`src/rtl/assert_macros.svh`:
```
// Assertion macros used by the top-level RTL file.
`ifndef ASSERT_MACROS_SVH
`define ASSERT_MACROS_SVH
`ifndef SYNTHESIS
`define ASSERT_IMPLIES(label, clk, rst_n, a, b) \
	label: assert property (@(posedge clk) disable iff (!(rst_n)) (a) |-> (b)) \
		else $error("assertion failed");
`define ASSERT_NEXT(label, clk, rst_n, a, b) \
	label: assert property (@(posedge clk) disable iff (!(rst_n)) (a) |=> (b)) \
		else $error("assertion failed");
`else
`define ASSERT_IMPLIES(label, clk, rst_n, a, b)
`define ASSERT_NEXT(label, clk, rst_n, a, b)
`endif
`endif

```
`src/rtl/ssp_pkg.sv`:
```
// Types and constants of the sphere screen projection.
package ssp_pkg;
	localparam int FRAC_SHIFT  = 8;
	localparam int COORD_LIMIT = 4095;
	localparam int RADIUS_K    = 1191450;
	localparam int POS_W   = 29;
	localparam int DIV_W   = POS_W + 1;
	localparam int DEN_W   = POS_W - 1 - FRAC_SHIFT;
	localparam int REM_W   = DEN_W + 1;
	localparam int CRD_W   = 32;
	localparam int EDGE_W  = 12;
	localparam int CTR_W   = 13;
	localparam int RAD_W   = 22;
	localparam int COL_W   = 8;
	localparam int ADDR_W  = 5;

	typedef enum logic [2:0] {
		REG_LEFT   = 3'd0,
		REG_TOP    = 3'd1,
		REG_RIGHT  = 3'd2,
		REG_BOTTOM = 3'd3,
		REG_SOLID  = 3'd4
	} reg_idx_t;

	typedef enum logic [1:0] {
		KIND_FILLED  = 2'd0,
		KIND_OUTLINE = 2'd1,
		KIND_SUN     = 2'd2
	} kind_t;

	typedef struct packed {
		logic             neg_x;
		logic             neg_y;
		logic             pos_ok;
		logic             sun;
		logic [COL_W-1:0] colour;
	} side_t;
endpackage

```
`src/rtl/ssp_divider.sv`:
```
// Pipelined restoring divider, one quotient bit per stage.
module ssp_divider (
	input  logic                        clk,
	input  logic                        en,
	input  logic [ssp_pkg::DIV_W-1:0]   dividend,
	input  logic [ssp_pkg::DEN_W-1:0]   divisor,
	output logic [ssp_pkg::DIV_W-1:0]   quotient
);
	localparam int N = ssp_pkg::DIV_W;
	localparam int RW = ssp_pkg::REM_W;

	logic [N-1:0]                num_q [N];
	logic [ssp_pkg::DEN_W-1:0]   den_q [N];
	logic [RW-1:0]               rem_q [N];
	logic [N-1:0]                quo_q [N+1];

	assign num_q[0] = dividend;
	assign den_q[0] = divisor;
	assign rem_q[0] = '0;
	assign quo_q[0] = '0;

	for (genvar g = 0; g < N; g++) begin : g_stage
		logic [RW-1:0] trial;
		logic          fits;
		assign trial = {rem_q[g][RW-2:0], num_q[g][N-1]};
		assign fits  = (trial >= {1'b0, den_q[g]});
		always_ff @(posedge clk) begin
			if (en) begin
				quo_q[g+1] <= {quo_q[g][N-2:0], fits};
			end
		end
		if (g < N - 1) begin : g_carry
			always_ff @(posedge clk) begin
				if (en) begin
					num_q[g+1] <= {num_q[g][N-2:0], 1'b0};
					den_q[g+1] <= den_q[g];
					rem_q[g+1] <= fits ? (trial - {1'b0, den_q[g]}) : trial;
				end
			end
		end
	end

	assign quotient = quo_q[N];
endmodule

```
`config.mk`:
```
export PLATFORM = sky130hd
export DESIGN_NAME = ssp_divider
export DESIGN_NICKNAME = d
export VERILOG_FILES = /design/src/rtl/assert_macros.svh /design/src/rtl/ssp_pkg.sv /design/src/rtl/ssp_divider.sv
export SDC_FILE = /design/constraint.sdc
export NUM_CORES = 2
export LEC_CHECK = 0
export BUFFER_PORTS_ARGS = -buffer_cell sky130_fd_sc_hd__buf_4
export CAP_MARGIN = 30
export CORE_UTILIZATION = 30
export CTS_CLUSTER_SIZE = 10
export DETAILED_ROUTE_END_ITERATION = 8
export GPL_TIMING_DRIVEN = 0
export HOLD_SLACK_MARGIN = 0.1
export PLACE_DENSITY = 0.49
export SLEW_MARGIN = 20
export SYNTH_ARGS = -nofsm -noshare
export SYNTH_HDL_FRONTEND = slang
export SYNTH_SLANG_ARGS = --single-unit
export TNS_END_PERCENT = 5
```
`constraint.sdc`:
```
create_clock -name clk -period 7.2 [get_ports clk]
set_input_delay 0.72 -clock clk [delete_from_list [all_inputs] [get_ports clk]]
set_output_delay 0.72 -clock clk [all_outputs]
set_load 0.005 [all_outputs]
```
==> metrics.txt <==
final wirelength=206000 um; most common cell after layout, fill and taps aside=sky130_fd_sc_hd__edfxtp_1; flip-flop cell with the highest count after synthesis=sky130_fd_sc_hd__edfxtp_1; leakage power=0.0424 uW; Longest Clk Path Bufs=4; IO buf count=81; run status=finished clean; WL per Instance=17.2 um; post-route setup TNS=0 ps; Worst Reg2Reg Path Length in Cells=12; Final Max Slew Viols=0; final cell count without fillers=11900; Register Area=61900 um^2; RSZ-0062 raised after global routing=no; PnR Total Power=46800 uW; Post-synth EDFFs=2060; Final Skew=43.9 ps; core footprint=318000 um^2; final-layout fill cell count=30700; number of failing setup endpoints in the final timing report=0; Remaining Overflow, GRT=0; Achievable Freq=0.219 GHz; number of cell rows=207; portion of the post-synthesis area used by sequential elements=64.4%; first-pass iteration count of the detailed router=6; crit path time final=4570 ps; share of the clock period used by the worst path after layout=63.4%; number of clock sinks=2060; CP arrival=5150 ps; Boundary Pins=82; detailed-route vias per instance=4.67; wire length of the first global-routing pass=322000 um; number of buffers added by the clock tree synthesis step=267; antenna violations before repair=1; Distinct cells, synth=85; number of flip-flops and latches in the synthesized netlist=2060; CP required=7780 ps; Maximum Capacitance Violations=0; buffers inserted by post-CTS timing repair=0; overall die width=568 um; actual transition at the worst max-transition pin=954 ps; remaining routing DRC violations=0; count of synthesis-stage warnings from yosys=0; insertion delay of the later-clocked pin in the worst-skew pair=880 ps; capturing element type of the critical path=flop; vias in the first global route=56900; hold depth=3; Worst Path Max Fanout=10; Critical Setup Path Class=flop to flop; placer congestion estimate=0.867; Die Area=323000 um^2; mapped cell area=96100 um^2; pin count of the biggest net entering global routing=157; CTS tree=built; DPL Wire Length=146000 um; number of DRC markers in iteration 0=3772; number of instances in the synthesized netlist=7208; placed cell count=11500; Die H=568 um; worst-case headroom to the max-slew limit=35.6%; fraction of synthesis flops using an asynchronous set or reset pin=0%; CTS clk-pin slew, worst paths=50 ps; via count=55800; commonest cells after routing, fill and taps aside=2060 x sky130_fd_sc_hd__edfxtp_1, 733 x sky130_fd_sc_hd__inv_1, 582 x sky130_fd_sc_hd__ha_1, 482 x sky130_fd_sc_hd__o21ai_0, 460 x sky130_fd_sc_hd__a21oi_1; area of combinational cells with multiple inputs=30700 um^2; overall routing resource usage=12.5%; depth of the CTS H-tree=5; endpoints failing hold=0; synthesized net count=7870; number of nets with antenna violations after routing=0; Critical Path Source Type=flop; number of nets in the layout=8285; worst min path class=input port to flop; clock root buffer=sky130_fd_sc_hd__clkbuf_16; fraction of final layout cells with drive strength greater than 1=9.52%; Starting Density=30.2%; power density cells=423 nW/um^2; area growth from synthesis to layout=15.1%; maximum ir drop on the vdd rail=0.000197 V; Post-Syn Area per Cell=13.3 um^2
power by group:
part | internal [uW] | switching [uW]
combinational | 7270 | 9570
clock | 7000 | 5050
sequential | 16700 | 1270
sequential cells by signal, indices dropped and copies added (netlist names):
name / cells
num_q: 406
den_q: 580
g_stage.trial: 609
quo_q: 435
quotient: 30
final cells by class:
cell class,count,area share [%]
diodes,1,0.00226
clock inverters,102,0.789
inverters,734,2.49
clock buffers,308,6.22
plain buffers,160,0.705
flip-flops and latches,2060,55.9
well taps,4180,4.73
repair buffers,146,1.39
multi-input cells,4254,27.8
routing by layer:
| layer | up-vias | routed length [um] | GRT usage (%) |
|---|---|---|---|
| li1 | 27400 | - | - |
| met3 | 413 | 8360 | 2.02 |
| met4 | 0 | 7140 | 4.78 |
| met1 | 27000 | 88900 | 15.4 |
| met2 | 1016 | 101000 | 21.9 |
| met5 | - | 0 | 0 |
worst max-delay path: stages, from the launching register on:
cell	delay (ps)
sky130_fd_sc_hd__edfxtp_1	380
sky130_fd_sc_hd__inv_1	60
sky130_fd_sc_hd__ha_1	270
sky130_fd_sc_hd__clkbuf_1	290
sky130_fd_sc_hd__nand4_1	220
sky130_fd_sc_hd__nor2_1	240
sky130_fd_sc_hd__nand3_1	130
sky130_fd_sc_hd__nor4_1	830
sky130_fd_sc_hd__nor4_1	160
sky130_fd_sc_hd__o21ai_1	420
sky130_fd_sc_hd__clkbuf_1	570
sky130_fd_sc_hd__buf_1	530
sky130_fd_sc_hd__a21oi_1	160
path summary, 6_finish.rpt:
| kind | from | endpoint | slack [ps] |
|---|---|---|---|
| worst max-delay path | den_q[111] | g_stage[25].trial[14] | 2630 |
| worst min-delay path | dividend[29] | g_stage[1].trial[1] | 260 |
| worst max register to register | den_q[111] | g_stage[25].trial[14] | 2630 |
| worst min register to register | quo_q[260] | quo_q[231] | 390 |
synthesized netlist by cell type, types with 42 or more instances:
cell type	number	area, um^2
sky130_fd_sc_hd__nand2_1	425	1600
sky130_fd_sc_hd__inv_1	733	2750
sky130_fd_sc_hd__clkbuf_1	88	330
sky130_fd_sc_hd__nor3_1	76	380
sky130_fd_sc_hd__xnor2_1	265	2320
sky130_fd_sc_hd__edfxtp_1	2060	61900
sky130_fd_sc_hd__ha_1	582	7280
sky130_fd_sc_hd__a21o_1	210	1580
sky130_fd_sc_hd__nand4_1	74	463
sky130_fd_sc_hd__a21oi_1	460	2300
sky130_fd_sc_hd__xor2_1	179	1570
sky130_fd_sc_hd__o21a_1	78	586
sky130_fd_sc_hd__mux2_2	187	2110
sky130_fd_sc_hd__nor2b_1	77	482
sky130_fd_sc_hd__nand2b_1	86	538
sky130_fd_sc_hd__nor2_1	352	1320
sky130_fd_sc_hd__o21ai_0	483	2420
sky130_fd_sc_hd__nand3_1	112	561
sky130_fd_sc_hd__buf_4	42	315
repair_timing:
item	CTS	global route
hold endpoints to repair	49	0
hold buffers	49	0
gates resized for setup	0	0
kinds of logic (layout without fill, tap and decap cells):
logic type	count (synthesis)	after routing	share of synthesized area (%)
AO/OA/AOI/OAI	1626	1626	10.6
flip-flops	2060	2060	64.4
adder cells (fa/ha/maj)	610	610	8.16
other	0	1	0
multiplexers	213	213	2.46
XOR/XNOR	444	444	4.05
buffers and inverters	894	1450	3.68
AND/OR/NAND/NOR	1361	1361	6.71
stage by stage:
step | setup WS (ps) | cell area, um^2 | hold slack (ps) | utilization (%)
after floorplan | 3740 | 96100 | 400 | -
after global placement | -14230 | 102000 | 400 | 32.0
after detailed placement | 2060 | 102000 | 405 | 32.2
after CTS | 2270 | 111000 | 153 | 34.8
after global routing | 2250 | 111000 | 203 | 34.8
final | 2630 | 111000 | 258 | 34.8
Note: power is estimated with default switching activity, not from simulation.
